**src/sv/esc_pkg.sv**
```systemverilog
// shared types, codes and constants of the energy-scan backoff engine
package esc_pkg;

  // backoff modes
  localparam logic [1:0] MODE_OFF    = 2'd0;
  localparam logic [1:0] MODE_WINDOW = 2'd1;
  localparam logic [1:0] MODE_FAIR   = 2'd2;
  localparam logic [1:0] MODE_NOW    = 2'd3;

  // configuration register indexes
  localparam int unsigned CFG_INDEX_W = 3;
  localparam int unsigned CFG_DATA_W  = 16;
  localparam logic [CFG_INDEX_W-1:0] REG_MODE      = 3'd0;
  localparam logic [CFG_INDEX_W-1:0] REG_THRESHOLD = 3'd1;
  localparam logic [CFG_INDEX_W-1:0] REG_WINDOW    = 3'd2;
  localparam logic [CFG_INDEX_W-1:0] REG_MAX       = 3'd3;
  localparam logic [CFG_INDEX_W-1:0] REG_SCALE     = 3'd4;
  localparam logic [CFG_INDEX_W-1:0] REG_SPREAD    = 3'd5;

  // register reset values
  localparam logic [1:0]  MODE_RST      = MODE_OFF;
  localparam logic [7:0]  THRESHOLD_RST = 8'd80;
  localparam logic [15:0] WINDOW_RST    = 16'd16;
  localparam logic [7:0]  MAX_RST       = 8'd32;
  localparam logic [15:0] SCALE_RST     = 16'd1000;
  localparam logic [7:0]  SPREAD_RST    = 8'd10;

  // fixed constants of the count loading
  localparam logic [7:0]  COUNT_LIMIT  = 8'hF0;
  localparam logic [6:0]  FAIR_PERCENT = 7'd100;
  localparam int unsigned DIV_WIDTH    = 16;

  // tally width default
  localparam int unsigned TALLY_WIDTH_DEF = 16;

  // stream payload widths
  localparam int unsigned IN_DATA_W  = 40;
  localparam int unsigned OUT_DATA_W = 48;

  // divider operand selection
  localparam logic [1:0] DIV_SEL_WINDOW = 2'd0;
  localparam logic [1:0] DIV_SEL_FAIR   = 2'd1;
  localparam logic [1:0] DIV_SEL_SPREAD = 2'd2;

  // controller to datapath commands
  typedef struct packed {
    logic       load_item;
    logic       div_start;
    logic [1:0] div_sel;
    logic       latch_quo;
    logic       commit;
  } esc_cmd_t;

  // datapath to controller status
  typedef struct packed {
    logic send_window;
    logic send_fair;
    logic div_done;
    logic out_free;
  } esc_stat_t;

endpackage

```
**src/sv/esc_div.sv**
```systemverilog
// iterative restoring divider, one quotient bit per cycle
module esc_div
  import esc_pkg::*;
(
  input  logic                 clk,
  input  logic                 rst,
  input  logic                 start,
  input  logic [DIV_WIDTH-1:0] dividend,
  input  logic [DIV_WIDTH-1:0] divisor,
  output logic                 done,
  output logic [DIV_WIDTH-1:0] quotient,
  output logic [DIV_WIDTH-1:0] remainder
);

  localparam int unsigned CNT_W = $clog2(DIV_WIDTH + 1);

  logic                 running;
  logic [CNT_W-1:0]     cnt;
  logic [DIV_WIDTH-1:0] dvsr;
  logic [DIV_WIDTH:0]   shifted;
  logic [DIV_WIDTH+1:0] diff;

  // trial subtract of the shifted partial remainder
  // a zero divisor always subtracts: all-ones quotient, dividend as remainder
  assign shifted = {remainder, quotient[DIV_WIDTH-1]};
  assign diff    = {1'b0, shifted} - {2'b00, dvsr};

  // control of the iteration
  always_ff @(posedge clk) begin
    if (rst) begin
      running <= 1'b0;
      done    <= 1'b0;
      cnt     <= '0;
    end else begin
      done <= 1'b0;
      if (start) begin
        running <= 1'b1;
        cnt     <= CNT_W'(DIV_WIDTH);
      end else if (running) begin
        cnt <= cnt - 1'b1;
        if (cnt == CNT_W'(1)) begin
          running <= 1'b0;
          done    <= 1'b1;
        end
      end
    end
  end

  // quotient and remainder shift registers
  always_ff @(posedge clk) begin
    if (start) begin
      quotient  <= dividend;
      remainder <= '0;
      dvsr      <= divisor;
    end else if (running) begin
      if (!diff[DIV_WIDTH+1]) begin
        remainder <= diff[DIV_WIDTH-1:0];
        quotient  <= {quotient[DIV_WIDTH-2:0], 1'b1};
      end else begin
        remainder <= shifted[DIV_WIDTH-1:0];
        quotient  <= {quotient[DIV_WIDTH-2:0], 1'b0};
      end
    end
  end

endmodule

```
**src/sv/esc_dp.sv**
```systemverilog
// datapath: configuration, item capture, count loading, tallies and result register
module esc_dp
  import esc_pkg::*;
#(
  parameter int unsigned TALLY_WIDTH = TALLY_WIDTH_DEF
) (
  input  logic                   clk,
  input  logic                   rst,
  input  logic                   cfg_write,
  input  logic [CFG_INDEX_W-1:0] cfg_index,
  input  logic [CFG_DATA_W-1:0]  cfg_data,
  input  logic                   in_func,
  input  logic [IN_DATA_W-1:0]   in_data,
  input  esc_cmd_t               cmd,
  output esc_stat_t              stat,
  output logic                   m_tvalid,
  input  logic                   m_tready,
  output logic [OUT_DATA_W-1:0]  m_tdata
);

  // configuration registers
  logic [1:0]  backoff_mode;
  logic [7:0]  busy_threshold;
  logic [15:0] contention_window;
  logic [7:0]  backoff_cap;
  logic [15:0] fair_share_scale;
  logic [7:0]  random_spread;

  // captured item
  logic        item_func;
  logic [14:0] item_random;
  logic [15:0] item_weight;
  logic [7:0]  item_energy;
  logic        item_pending;

  // state
  logic [7:0]             backoff_count;
  logic [TALLY_WIDTH-1:0] free_total;
  logic [TALLY_WIDTH-1:0] busy_total;
  logic [15:0]            quo;

  // divider hookup
  logic [15:0] div_dividend;
  logic [15:0] div_divisor;
  logic        div_done;
  logic [15:0] div_quo;
  logic [15:0] div_rem;
  logic [22:0] fair_product;

  // result logic
  logic [15:0]            draw;
  logic [15:0]            clipped;
  logic [7:0]             loaded;
  logic                   busy;
  logic                   step_down;
  logic [7:0]             backoff_count_next;
  logic [TALLY_WIDTH-1:0] free_total_next;
  logic [TALLY_WIDTH-1:0] busy_total_next;
  logic                   tx;
  logic                   scan;

  // configuration writes
  always_ff @(posedge clk) begin
    if (rst) begin
      backoff_mode      <= MODE_RST;
      busy_threshold    <= THRESHOLD_RST;
      contention_window <= WINDOW_RST;
      backoff_cap       <= MAX_RST;
      fair_share_scale  <= SCALE_RST;
      random_spread     <= SPREAD_RST;
    end else if (cfg_write) begin
      unique case (cfg_index)
        REG_MODE:      backoff_mode      <= cfg_data[1:0];
        REG_THRESHOLD: busy_threshold    <= cfg_data[7:0];
        REG_WINDOW:    contention_window <= cfg_data;
        REG_MAX:       backoff_cap       <= cfg_data[7:0];
        REG_SCALE:     fair_share_scale  <= cfg_data;
        REG_SPREAD:    random_spread     <= cfg_data[7:0];
        default: ;
      endcase
    end
  end

  // item capture
  always_ff @(posedge clk) begin
    if (cmd.load_item) begin
      item_func    <= in_func;
      item_random  <= in_data[14:0];
      item_weight  <= in_data[30:15];
      item_energy  <= in_data[38:31];
      item_pending <= in_data[39];
    end
  end

  // divider operands
  assign fair_product = {7'd0, fair_share_scale} * {16'd0, FAIR_PERCENT};

  always_comb begin
    div_dividend = {1'b0, item_random};
    div_divisor  = contention_window;
    case (cmd.div_sel)
      DIV_SEL_FAIR: begin
        div_dividend = fair_product[15:0];
        div_divisor  = item_weight;
      end
      DIV_SEL_SPREAD: div_divisor = {8'd0, random_spread};
      default: ;
    endcase
  end

  esc_div u_div (
    .clk       (clk),
    .rst       (rst),
    .start     (cmd.div_start),
    .dividend  (div_dividend),
    .divisor   (div_divisor),
    .done      (div_done),
    .quotient  (div_quo),
    .remainder (div_rem)
  );

  // fair-share quotient kept while the offset remainder is worked out
  always_ff @(posedge clk) begin
    if (cmd.latch_quo) begin
      quo <= div_quo;
    end
  end

  // status towards the controller
  assign stat.send_window = !item_func && (backoff_mode == MODE_WINDOW);
  assign stat.send_fair   = !item_func && (backoff_mode == MODE_FAIR);
  assign stat.div_done    = div_done;
  assign stat.out_free    = !m_tvalid || m_tready;

  // loaded count, bounded and capped
  always_comb begin
    if (backoff_mode == MODE_WINDOW) begin
      draw = div_rem + 16'd1;
    end else begin
      draw = quo + div_rem - ({8'd0, random_spread} >> 1);
    end
    if (draw == 16'd0 || draw > {8'd0, COUNT_LIMIT}) begin
      clipped = 16'd1;
    end else begin
      clipped = draw;
    end
    if (clipped >= {8'd0, backoff_cap}) begin
      loaded = backoff_cap;
    end else begin
      loaded = clipped[7:0];
    end
  end

  // outcome of the item
  assign busy      = item_energy < busy_threshold;
  assign step_down = !busy && (backoff_count != 8'd0);

  always_comb begin
    backoff_count_next = backoff_count;
    free_total_next    = free_total;
    busy_total_next    = busy_total;
    tx                 = 1'b0;
    scan               = 1'b0;
    if (item_func) begin
      if (busy) begin
        busy_total_next = busy_total + 1'b1;
      end else begin
        free_total_next = free_total + 1'b1;
      end
      if (step_down) begin
        backoff_count_next = backoff_count - 8'd1;
      end
      tx   = step_down && (backoff_count == 8'd1) && item_pending;
      scan = backoff_count_next != 8'd0;
    end else if (backoff_mode == MODE_WINDOW || backoff_mode == MODE_FAIR) begin
      backoff_count_next = loaded;
      scan               = 1'b1;
    end else begin
      tx = item_pending;
    end
  end

  // state update
  always_ff @(posedge clk) begin
    if (rst) begin
      backoff_count <= 8'd1;
      free_total    <= '0;
      busy_total    <= '0;
    end else if (cmd.commit) begin
      backoff_count <= backoff_count_next;
      free_total    <= free_total_next;
      busy_total    <= busy_total_next;
    end
  end

  // result register
  always_ff @(posedge clk) begin
    if (rst) begin
      m_tvalid <= 1'b0;
    end else if (cmd.commit) begin
      m_tvalid <= 1'b1;
    end else if (m_tready) begin
      m_tvalid <= 1'b0;
    end
  end

  always_ff @(posedge clk) begin
    if (cmd.commit) begin
      m_tdata <= {6'd0, 16'(busy_total_next), 16'(free_total_next),
                  backoff_count_next, scan, tx};
    end
  end

  // a committed item is offered at once
  assert property (@(posedge clk) disable iff (rst) cmd.commit |=> m_tvalid)
    else $error("committed item not offered");

  // a free scan steps a running count down by one
  assert property (@(posedge clk) disable iff (rst)
      cmd.commit && item_func && step_down |=> backoff_count == $past(backoff_count) - 8'd1)
    else $error("backoff count did not step down");

  // the count never leaves its bounded range
  assert property (@(posedge clk) disable iff (rst) backoff_count <= COUNT_LIMIT)
    else $error("backoff count out of range");

  // a commit never overwrites a result that is still waiting
  assert property (@(posedge clk) disable iff (rst) cmd.commit |-> (!m_tvalid || m_tready))
    else $error("result overwritten");

endmodule

```
**src/sv/esc_ctrl.sv**
```systemverilog
// controller: sequences capture, divisions and commit of one item
module esc_ctrl
  import esc_pkg::*;
(
  input  logic      clk,
  input  logic      rst,
  input  logic      s_tvalid,
  output logic      s_tready,
  input  esc_stat_t stat,
  output esc_cmd_t  cmd
);

  localparam logic [2:0] S_IDLE  = 3'd0;
  localparam logic [2:0] S_LOAD  = 3'd1;
  localparam logic [2:0] S_DIV_Q = 3'd2;
  localparam logic [2:0] S_DIV_R = 3'd3;
  localparam logic [2:0] S_FIN   = 3'd4;

  logic [2:0] state;
  logic [2:0] state_next;

  assign s_tready = state == S_IDLE;

  // next state and commands
  always_comb begin
    state_next    = state;
    cmd.load_item = 1'b0;
    cmd.div_start = 1'b0;
    cmd.div_sel   = DIV_SEL_WINDOW;
    cmd.latch_quo = 1'b0;
    cmd.commit    = 1'b0;
    unique case (state)
      S_IDLE: begin
        if (s_tvalid) begin
          cmd.load_item = 1'b1;
          state_next    = S_LOAD;
        end
      end
      S_LOAD: begin
        if (stat.send_window) begin
          cmd.div_start = 1'b1;
          cmd.div_sel   = DIV_SEL_WINDOW;
          state_next    = S_DIV_R;
        end else if (stat.send_fair) begin
          cmd.div_start = 1'b1;
          cmd.div_sel   = DIV_SEL_FAIR;
          state_next    = S_DIV_Q;
        end else begin
          state_next = S_FIN;
        end
      end
      S_DIV_Q: begin
        if (stat.div_done) begin
          cmd.latch_quo = 1'b1;
          cmd.div_start = 1'b1;
          cmd.div_sel   = DIV_SEL_SPREAD;
          state_next    = S_DIV_R;
        end
      end
      S_DIV_R: begin
        if (stat.div_done) begin
          state_next = S_FIN;
        end
      end
      S_FIN: begin
        if (stat.out_free) begin
          cmd.commit = 1'b1;
          state_next = S_IDLE;
        end
      end
      default: state_next = S_IDLE;
    endcase
  end

  always_ff @(posedge clk) begin
    if (rst) begin
      state <= S_IDLE;
    end else begin
      state <= state_next;
    end
  end

endmodule

```
**src/sv/energy_scan_csma_backoff.sv**
```systemverilog
// top level of the carrier-sense backoff engine with energy detection
// One item is taken at a time: s_tready is high only while the engine is idle,
// and a finished result waits in the output register while the next item is
// already accepted. A scan result, or a send request with backoff disabled or
// in immediate mode, goes from acceptance through the load and finish states
// to the result register. A send request in random window mode or adaptive
// fair-share mode waits in addition for the shared 16-bit restoring divider,
// one quotient bit per cycle, which forms the window remainder, or the
// fair-share quotient followed by the spread remainder.
// Configuration writes are always taken (cfg_ready is tied high) and must be
// made only while no item is in flight.
module energy_scan_csma_backoff
  import esc_pkg::*;
#(
  parameter int unsigned TALLY_WIDTH = TALLY_WIDTH_DEF
) (
  input  logic                   clk,
  input  logic                   rst,
  // configuration write channel
  input  logic                   cfg_valid,
  output logic                   cfg_ready,
  input  logic [CFG_INDEX_W-1:0] cfg_index,
  input  logic [CFG_DATA_W-1:0]  cfg_data,
  // input items
  input  logic                   s_tvalid,
  output logic                   s_tready,
  input  logic [IN_DATA_W-1:0]   s_tdata,  // random_value, total_weight, energy_level, packet_pending
  input  logic                   s_tuser,  // func
  // result items
  output logic                   m_tvalid,
  input  logic                   m_tready,
  output logic [OUT_DATA_W-1:0]  m_tdata   // transmit_now, scan_request, backoff_left, free_scans, busy_scans, zero pad
);

  esc_cmd_t  cmd;
  esc_stat_t stat;

  assign cfg_ready = 1'b1;

  esc_ctrl u_ctrl (
    .clk      (clk),
    .rst      (rst),
    .s_tvalid (s_tvalid),
    .s_tready (s_tready),
    .stat     (stat),
    .cmd      (cmd)
  );

  esc_dp #(
    .TALLY_WIDTH (TALLY_WIDTH)
  ) u_dp (
    .clk       (clk),
    .rst       (rst),
    .cfg_write (cfg_valid && cfg_ready),
    .cfg_index (cfg_index),
    .cfg_data  (cfg_data),
    .in_func   (s_tuser),
    .in_data   (s_tdata),
    .cmd       (cmd),
    .stat      (stat),
    .m_tvalid  (m_tvalid),
    .m_tready  (m_tready),
    .m_tdata   (m_tdata)
  );

endmodule
```
**config.mk**
```make
export PLATFORM = sky130hd
export DESIGN_NAME = energy_scan_csma_backoff
export DESIGN_NICKNAME = d
export VERILOG_FILES = /design/src/sv/esc_pkg.sv /design/src/sv/esc_div.sv /design/src/sv/esc_dp.sv /design/src/sv/esc_ctrl.sv /design/src/sv/energy_scan_csma_backoff.sv
export SDC_FILE = /design/constraint.sdc
export NUM_CORES = 1
export LEC_CHECK = 0
export ABC_AREA = 0
export BUFFER_PORTS_ARGS = -buffer_cell sky130_fd_sc_hd__buf_4
export CAP_MARGIN = 40
export CORE_ASPECT_RATIO = 1.75
export CORE_MARGIN = 2
export CORE_UTILIZATION = 25
export DETAILED_ROUTE_END_ITERATION = 7
export PLACE_DENSITY = 0.39
export SLEW_MARGIN = 20
export SYNTH_ARGS = -nofsm -noshare
export SYNTH_HDL_FRONTEND = slang
export SYNTH_SLANG_ARGS = --single-unit
```
**constraint.sdc**
```tcl
create_clock -name clk -period 6.2 [get_ports clk]
set_clock_uncertainty 0.05 [all_clocks]
set_input_delay 1.24 -clock clk [delete_from_list [all_inputs] [get_ports clk]]
set_output_delay 1.24 -clock clk [all_outputs]
set_load 0.05 [all_outputs]
```
[Word-level counts from Yosys, hierarchy flattened]
Cells that the tools add are included.
Operators by class
  $add $sub $neg: 8
  multipliers: 1
  divide/modulo/power cells: 0
  $lt $le $gt $ge: 3
  equal/unequal tests: 19
  shift operators: 0
  muxes and demuxes: 45
  bitwise operators: 1
  reduce and logical (&&, ||, !) cells: 27
Operators with widths (count)
  $mux W16: 10
  $add A16 B1 Y16 const B: 3
  $mux W8: 5
  $pmux W16 S2: 1
  $mux W3: 8
  $sub A17 B16 Y18: 1
  $add A16 B16 Y16: 1
  $ge A16 B8 Y1: 1
  $gt A16 B8 Y1 const B: 1
  $logic_not A16 Y1: 1
  $mul A16 B5 Y14 const B: 1
  $mux W1: 16
  $reduce_bool A8 Y1: 2
  $sub A16 B7 Y16: 1
  $pmux W3 S5: 1
  $eq A3 B2 Y1 const B: 4
  $reduce_and A2 Y1: 6
  $mux W5: 2
  $eq A3 B3 Y1 const B: 3
  $eq A8 B1 Y1 const B: 1
  $lt A8 B8 Y1: 1
  $sub A8 B1 Y8 const B: 1
  $eq A3 B1 Y1 const B: 2
  $logic_not A3 Y1: 2
  other kinds (16): 29
Storage, ports and cells
  register bits after elaboration: 256
  latch bits: 0
  RAM bits: 0
  memory bits (read-only): 0
  input port bits: 65
  output and inout bits: 51
  logic and storage cells: 129
  memories kept: 0

[Depth between registers and ports, before layout]
Gate-level depths: netlist of the first run.
  word-level depth: 10
  depth in mapped cells: 25
  mapped depth without buffers: 24

[Modules after synthesis]
A second synthesis of the first run with hierarchy kept.
Unflattened totals
  cells, all modules: 1554
  area, all modules: 14886.8 um^2
By module, submodules not included
  esc_dp: instances 1, cells an instance 1217, area each 11345.9 um^2, seq. area each 4914.7 um^2
  esc_div: instances 1, cells an instance 304, area each 3210.6 um^2, seq. area each 1421.4 um^2
  esc_ctrl: instances 1, cells an instance 31, area each 319.1 um^2, seq. area each 60.1 um^2
  energy_scan_csma_backoff: instances 1, cells an instance 2, area each 11.3 um^2, seq. area each 0.0 um^2

[Worst setup path after synthesis of the first run]
Ideal clock, no wire load.
  path kind: register to register
  start point: register u_dp.u_div.remainder[1]
  end point: register u_dp.m_tdata[2] (data pin)
  library setup time: 258 ps
  data arrival time: 5392 ps
  required time: 5892 ps
  setup slack: 500 ps
  stages on the path, launching flop included: 22
  path buffers: 1
  clock period less this slack: 5700 ps
  cell sequence: dfxtp_1 > inv_1 > fa_1 > inv_1 > ha_1 > a211oi_4 > o21ba_2 > o2bb2ai_1 > or4_1 > or4_1 > mux2_2 > and3_1 > ha_1 > nand2b_1 > a21o_1 > a21oi_1 > o21ai_0 > o41a_1 > clkbuf_1 > a211oi_2 > a21oi_1 > o221a_1
Between the ends
  cells in the longest elaborated chain, start to end: 10
  elaborated cells between the ends (all ways): 12
  classes of those cells: add/sub (3); order compare (2); mux (5); reduce/logical (2)
Ends and longest elaborated chain
  from (decl): line esc_div.sv:12  | output logic [DIV_WIDTH-1:0] remainder
  from (signal assigned): line esc_div.sv:57  | remainder <= diff[DIV_WIDTH-1:0];
  from (signal assigned): line esc_div.sv:60  | remainder <= shifted[DIV_WIDTH-1:0];
  $add A16 B16 Y16: line esc_dp.sv:140  | draw = quo + div_rem - ({8'd0, random_spread} >> 1);
  $sub A16 B7 Y16: line esc_dp.sv:140
  $mux W16 (*): line esc_dp.sv:137  | if (backoff_mode == MODE_WINDOW) begin
  $gt A16 B8 Y1 or $logic_not A16 Y1 (tied branches): line esc_dp.sv:142  | if (draw == 16'd0 || draw > {8'd0, COUNT_LIMIT}) begin
  $logic_or A1 B1 Y1: line esc_dp.sv:142
  $mux W16 (*): line esc_dp.sv:142
  $ge A16 B8 Y1: line esc_dp.sv:147  | if (clipped >= {8'd0, backoff_cap}) begin
  $mux W8 (*): line esc_dp.sv:147
  $mux W8 (*): line esc_dp.sv:175  | end else if (backoff_mode == MODE_WINDOW || backoff_mode == MODE_FAIR) begin
  $mux W8 (*): line esc_dp.sv:164  | if (item_func) begin
  via u_dp.backoff_count_next[0]: line esc_dp.sv:56  | logic [7:0] backoff_count_next;
  to (signal assigned): line esc_dp.sv:209  | m_tdata <= {6'd0, 16'(busy_total_next), 16'(free_total_next),
  to (decl): line esc_dp.sv:18  | output logic [OUT_DATA_W-1:0] m_tdata
The timed path passes the listed nets; every way through them passes the cells marked *.
A chain may end at the register's enable or synchronous reset.

[Worst setup path after layout of the first run]
  start point: register u_dp.u_div.remainder[1]
  end point: register u_dp.m_tdata[6] (data pin)
Same word-level chain as after synthesis.

==> results.toml, run 1 <==
[drt]
drtIter0Drc = 582
routedWlPerCell_um = 18.5
dr.pass1.iters = 5
vias = 11300
route.detailed.drc = 0
wirelength_um = 45100
postRouteAntennaNets = 0
via_per_inst = 4.64

[setup_path]
start_kind = "register"
cp.arrival_ns = 6.20
cp_max_fo = 10
worstPathRequired_ns = 6.60
crit_type = "reg2reg"
end_kind = "register"

[floorplanning]
ios = 116
row_count = 116
die_w_um = 185
dieArea_sq_um = 59300
start_util_pct = 25.2
dieHeight_um = 321
core_sq_um = 56900

[yosys]
synth_seq_area_share_pct = 44.6
synthCells = 1544
synth_cell_types = 80
synth.most_common_cell = "nand2_1"
synth_top_area_cell = "edfxtp_1"
synth_common_cells = "nand2_1, inv_1, edfxtp_1"
ys_ff_latch = 254
ys_async_sr_fraction_pct = 0
netlist_area_sq_um = 14300
ys_warn_count = 0
synth_top_area_share_pct = 27.5
avgSynthCellArea_sq_um = 9.28
ys_top_cells_by_area = "edfxtp_1, dfxtp_1, ha_1, nand2_1, inv_1"
ys.flop_type = "edfxtp_1"
synth_edf_count = 131

[place]
post_dp_cell_area_sq_um = 16100
portBuffers = 108
dp_hpwl_um = 34500
gp_congestion = 0.802

[cts]
cts_tree = "done"
insertion_delay_ns = 0.59
clock_path_buffers = 3
clkTransAtPathRegs_ns = 0.06
cts_root_buf = "clkbuf_16"
htreeDepth = 1
cts_buffers = 28
cts_hold_buffers = 0
clock-sinks = 254

[grt]
grt_usage_pct = 15.4
antenna_found_initial = 0
first_global_vias = 11600
grt_overflow_total = 0
grt_pass1_wl_um = 69000
grt_max_degree = 51

[finish]
syn_to_final_growth_pct = 19.0
fin_util_pct = 30.0
drive_gt1_share_pct = 13.1
diodes = 0
fin_area_sq_um = 17100
finalNetCount = 1821

[timing]
fin_crit_sh_pct = 93.6
hold_viol = 0
period_minus_slack_ns = 5.80
worst_slew_pin_slew_ns = 0.736
slew_viol_final = 0
slew_headroom_pct = 50.6
rsz0062_at_grt = "false"
tns_ns = 0
fmax_mhz = 172
setup_viol = 0

[power_and_ir_drop]
ir_worst_vdd_mv = 0.242
leakagePower_uw = 0.00674
power.density_nw_per_um2 = 335

[hold_path]
hold_path.class = "reg2reg"

[run_status]
outcome = "complete, no violations"

[job]
cap_violations = 0
==> final cells by class <==
| cell class | count | area, sq um |
|---|---|---|
| clock buffer | 41 | 841 |
| clock inverter | 11 | 113 |
| fill | 6111 | 39800 |
| inverter | 152 | 571 |
| multi-input combinational | 1071 | 7110 |
| sequential | 254 | 6400 |
| tap | 767 | 960 |
| timing repair buffer | 137 | 1060 |
==> cells by family (layout without fill, tap and decap cells) <==
family	count (synthesis)	in the layout	share of synthesized area [%]
AO/OA/AOI/OAI	326	326	14.7
flip-flops	254	254	44.6
other	2	7	0.0524
buffers and inverters	224	341	6.06
AND/OR/NAND/NOR	514	514	16.8
adder cells (fa/ha/maj)	112	112	10.6
XOR/XNOR	85	85	5.20
multiplexers	27	27	1.95
==> critical path, stage by stage, from the launching register on <==
cell	delay [ns]
dfxtp_1	0.33
inv_1	0.07
fa_1	0.61
inv_1	0.06
ha_1	0.32
a211oi_4	0.32
o21ba_2	0.18
o2bb2ai_1	0.10
or4_1	0.55
or4_1	0.44
mux2_2	0.33
and3_1	0.18
ha_1	0.26
nand2b_1	0.14
a21o_1	0.17
a21oi_1	0.15
o21ai_0	0.11
o41a_1	0.47
a211oi_2	0.28
buf_4	0.19
a22o_1	0.18
a221o_1	0.16
==> layer usage <==
metal | GRT usage [%] | vias up | routed length, um
met4 | 6.58 | 0 | 1850
met1 | 15.6 | 5429 | 16400
met5 | 0 | - | 0
li1 | - | 5587 | -
met3 | 2.25 | 63 | 1550
met2 | 30.4 | 210 | 25300
==> registers in the layout (all words and copies together), names as in the netlist, 14 cells and up <==
signal and flops:
u_dp.busy_total 16, u_dp.contention_window 16, u_dp.fair_share_scale 14, u_dp.free_total 16
u_dp.item_random 15, u_dp.item_weight 16, u_dp.m_tdata 42, u_dp.quo 16
u_dp.u_div.dvsr 16, u_dp.u_div.quotient 16, u_dp.u_div.remainder 16
==> path summary, 6_finish.rpt <==
check                          start         endpoint  slack (ns)  depth (start not counted)
max          u_dp.u_div.remainder[1]  u_dp.m_tdata[6]        0.40                         21
min          u_dp.u_div.quotient[11]     u_dp.quo[11]        0.40                          0
max reg2reg  u_dp.u_div.remainder[1]  u_dp.m_tdata[6]        0.40                         21
min reg2reg  u_dp.u_div.quotient[11]     u_dp.quo[11]        0.40                          0
==> timing repair <==
action	CTS	global route
resized for setup	0	1
buffers inserted	0	1
endpoints found under the setup margin	0	11
==> cell usage in the layout (no fill, tap or decap), drive strengths merged, types with 17 or more instances in the layout <==
| master | Yosys | routed |
|---|---|---|
| a21oi | 102 | 102 |
| xor2 | 32 | 32 |
| nor2 | 106 | 106 |
| nand2 | 199 | 199 |
| xnor2 | 53 | 53 |
| nor3 | 43 | 43 |
| dfxtp | 123 | 123 |
| inv | 150 | 152 |
| o21ai | 82 | 82 |
| edfxtp | 131 | 131 |
| o21a | 19 | 19 |
| ha | 96 | 96 |
| nand3 | 47 | 47 |
| or3 | 17 | 17 |
| mux2i | 20 | 20 |
| nand2b | 17 | 17 |
| buf | 10 | 137 |
| clkbuf | 62 | 41 |
==> report_power, final <==
group	switching [uW]	internal, uW
clock	747	989
sequential	115	1860
combinational	1210	789
==> per-stage QoR <==
stage	hold slack (ns)	worst slack, ns	instances	total power [uW]
after floorplan	0.376	0.500	1549	3440
after global placement	0.388	0.486	2374	4010
after detailed placement	0.388	0.356	2379	4020
after CTS	0.403	0.313	2431	5810
after global routing	0.410	0.00934	2433	6110
final	0.401	0.397	2433	5710
(Power assumes the default switching activity.)
==> run 2: changes to the inputs <==
--- a/config.mk
+++ b/config.mk
@@ -8,11 +8,13 @@
 export ABC_AREA = 0
 export BUFFER_PORTS_ARGS = -buffer_cell sky130_fd_sc_hd__buf_4
 export CAP_MARGIN = 40
+export CELL_PAD_IN_SITES_DETAIL_PLACEMENT = 0
+export CELL_PAD_IN_SITES_GLOBAL_PLACEMENT = 2
 export CORE_ASPECT_RATIO = 1.75
 export CORE_MARGIN = 2
 export CORE_UTILIZATION = 25
 export DETAILED_ROUTE_END_ITERATION = 7
-export PLACE_DENSITY = 0.39
+export PLACE_DENSITY = 0.55
 export SLEW_MARGIN = 20
 export SYNTH_ARGS = -nofsm -noshare
 export SYNTH_HDL_FRONTEND = slang
==> results.toml, run 2 (synthesized netlist as in run 1, its figures left out) <==
[drt]
routedWlPerCell_um = 19.4
postRouteAntennaNets = 0
drtIter0Drc = 511
wirelength_um = 47400
vias = 11200
route.detailed.drc = 0
dr.pass1.iters = 8
via_per_inst = 4.60

[setup_path]
end_kind = "register"
worst_r2r_path_depth = 21
cp_max_fo = 7
start_kind = "register"
cp.arrival_ns = 6.24
crit_type = "reg2reg"
worstPathRequired_ns = 6.59
regToRegSetupSlack_ns = 0.35

[place]
place_ws_ns = 0.329
post_dp_cell_area_sq_um = 16100
dp_hpwl_um = 36200
gp_congestion = 0.780
portBuffers = 108

[power_and_ir_drop]
power.density_nw_per_um2 = 343
p_clk_share_pct = 30.8
power_uw = 5880
ir_worst_vdd_mv = 0.216
switchingPower_uw = 2130
internal-power_uw = 3750
leakagePower_uw = 0.00680
pwr-share-comb_pct = 35.8
switching_share_pct = 36.2
power_frac_seq_pct = 33.4

[grt]
antenna_found_initial = 0
first_global_vias = 11700
grt_pass1_wl_um = 72200
grt_max_degree = 68
grt_usage_pct = 16.3
grt_overflow_total = 0

[cts]
cts_hold_buffers = 0
cts_buffers = 28
clkTransAtPathRegs_ns = 0.06
cts_root_buf = "clkbuf_16"
htreeDepth = 1
cts_tree = "done"
clock-sinks = 254
insertion_delay_ns = 0.58
clock_path_buffers = 3

[floorplanning]
dieHeight_um = 321
ios = 116
row_count = 116
die_w_um = 185
dieArea_sq_um = 59300
core_sq_um = 56900
start_util_pct = 25.2

[run_status]
outcome = "complete, no violations"

[hold_path]
hold_path.class = "reg2reg"
hold_depth = 0

[finish]
drive_gt1_share_pct = 13.4
multiInputGateArea_sq_um = 7110
final_common_cell = "nand2_1"
fin_util_pct = 30.1
diodes = 0
regArea_sq_um = 6400
layout_common_cells = "nand2_1, inv_1, buf_4"
num-fill-cells = 6201
fin_area_sq_um = 17100
finalNetCount = 1828
top_register = "u_dp.m_tdata"
syn_to_final_growth_pct = 19.6
largest_register_ffs = 42

[timing]
tns_ns = 0
setup_viol = 0
period_minus_slack_ns = 5.85
slew_viol_final = 0
fin_crit_sh_pct = 94.3
hold_viol = 0
fmax_mhz = 171
setup_ws_ns = 0.352
worst_slew_pin_slew_ns = 0.749
slew_headroom_pct = 49.9

[job]
cap_violations = 0
==> run 2: area by class of cell <==
| type | count | area share (%) |
|---|---|---|
| Clock buffer | 34 | 4.40 |
| Clock inverter | 18 | 1.29 |
| Inverter | 152 | 3.33 |
| Multi-Input combinational cell | 1071 | 41.5 |
| Sequential cell | 254 | 37.3 |
| Tap cell | 767 | 5.60 |
| Timing Repair Buffer | 144 | 6.53 |
==> run 2: worst max-delay path, stage by stage, from the launching register on <==
cell and delay (ns):
dfxtp_1 0.32, inv_1 0.07, fa_1 0.64, inv_1 0.07, ha_1 0.33, a211oi_4 0.34, o21ba_2 0.19, o2bb2ai_1 0.10
or4_1 0.55, or4_1 0.44, mux2_2 0.33, and3_1 0.18, ha_1 0.26, nand2b_1 0.14, a21o_1 0.17, a21oi_1 0.13
o21ai_0 0.10, o41a_1 0.48, a211oi_2 0.28, buf_4 0.19, a22o_1 0.20, a221o_1 0.17
==> run 2: per-stage QoR <==
| step | std cells | hold slack [ns] |
|---|---|---|
| after floorplan | 1549 | 0.376 |
| after global placement | 2378 | 0.389 |
| after detailed placement | 2383 | 0.384 |
| after CTS | 2435 | 0.398 |
| after global routing | 2440 | 0.408 |
| final | 2440 | 0.399 |
==> run 2: power by group through the flow <==
stage / Combinational [uW] / Clock, uW / Sequential (uW)
floorplan: 1440 / 0 / 1990
CTS: 2130 / 1880 / 1960
detailed placement: 2110 / 0 / 2000
finish: 2110 / 1810 / 1960
global route: 2370 / 1930 / 1970
global placement: 2120 / 0 / 2000
==> run 2: worst paths after layout <==
kind	startpoint	end
worst max-delay path	u_dp.u_div.remainder[1]	u_dp.m_tdata[6]
worst min-delay path	u_dp.u_div.quotient[9]	u_dp.quo[9]
worst max register to register	u_dp.u_div.remainder[1]	u_dp.m_tdata[6]
worst min register to register	u_dp.u_div.quotient[9]	u_dp.quo[9]
==> run 2: routing by layer <==
layer | vias up | part of all wire [%] | track usage (%)
li1 | 5590 | - | -
met1 | 5388 | 37 | 17.1
met2 | 193 | 57 | 32.5
met3 | 55 | 3.2 | 2.07
met4 | 0 | 2.7 | 5.04
met5 | - | 0 | 0
==> run 2: timing repair <==
item / CTS / global route
gates resized for setup: 0 / 4
endpoints found under the hold margin: 0 / 0
buffers inserted: 0 / 3
setup endpoints to repair: 0 / 13
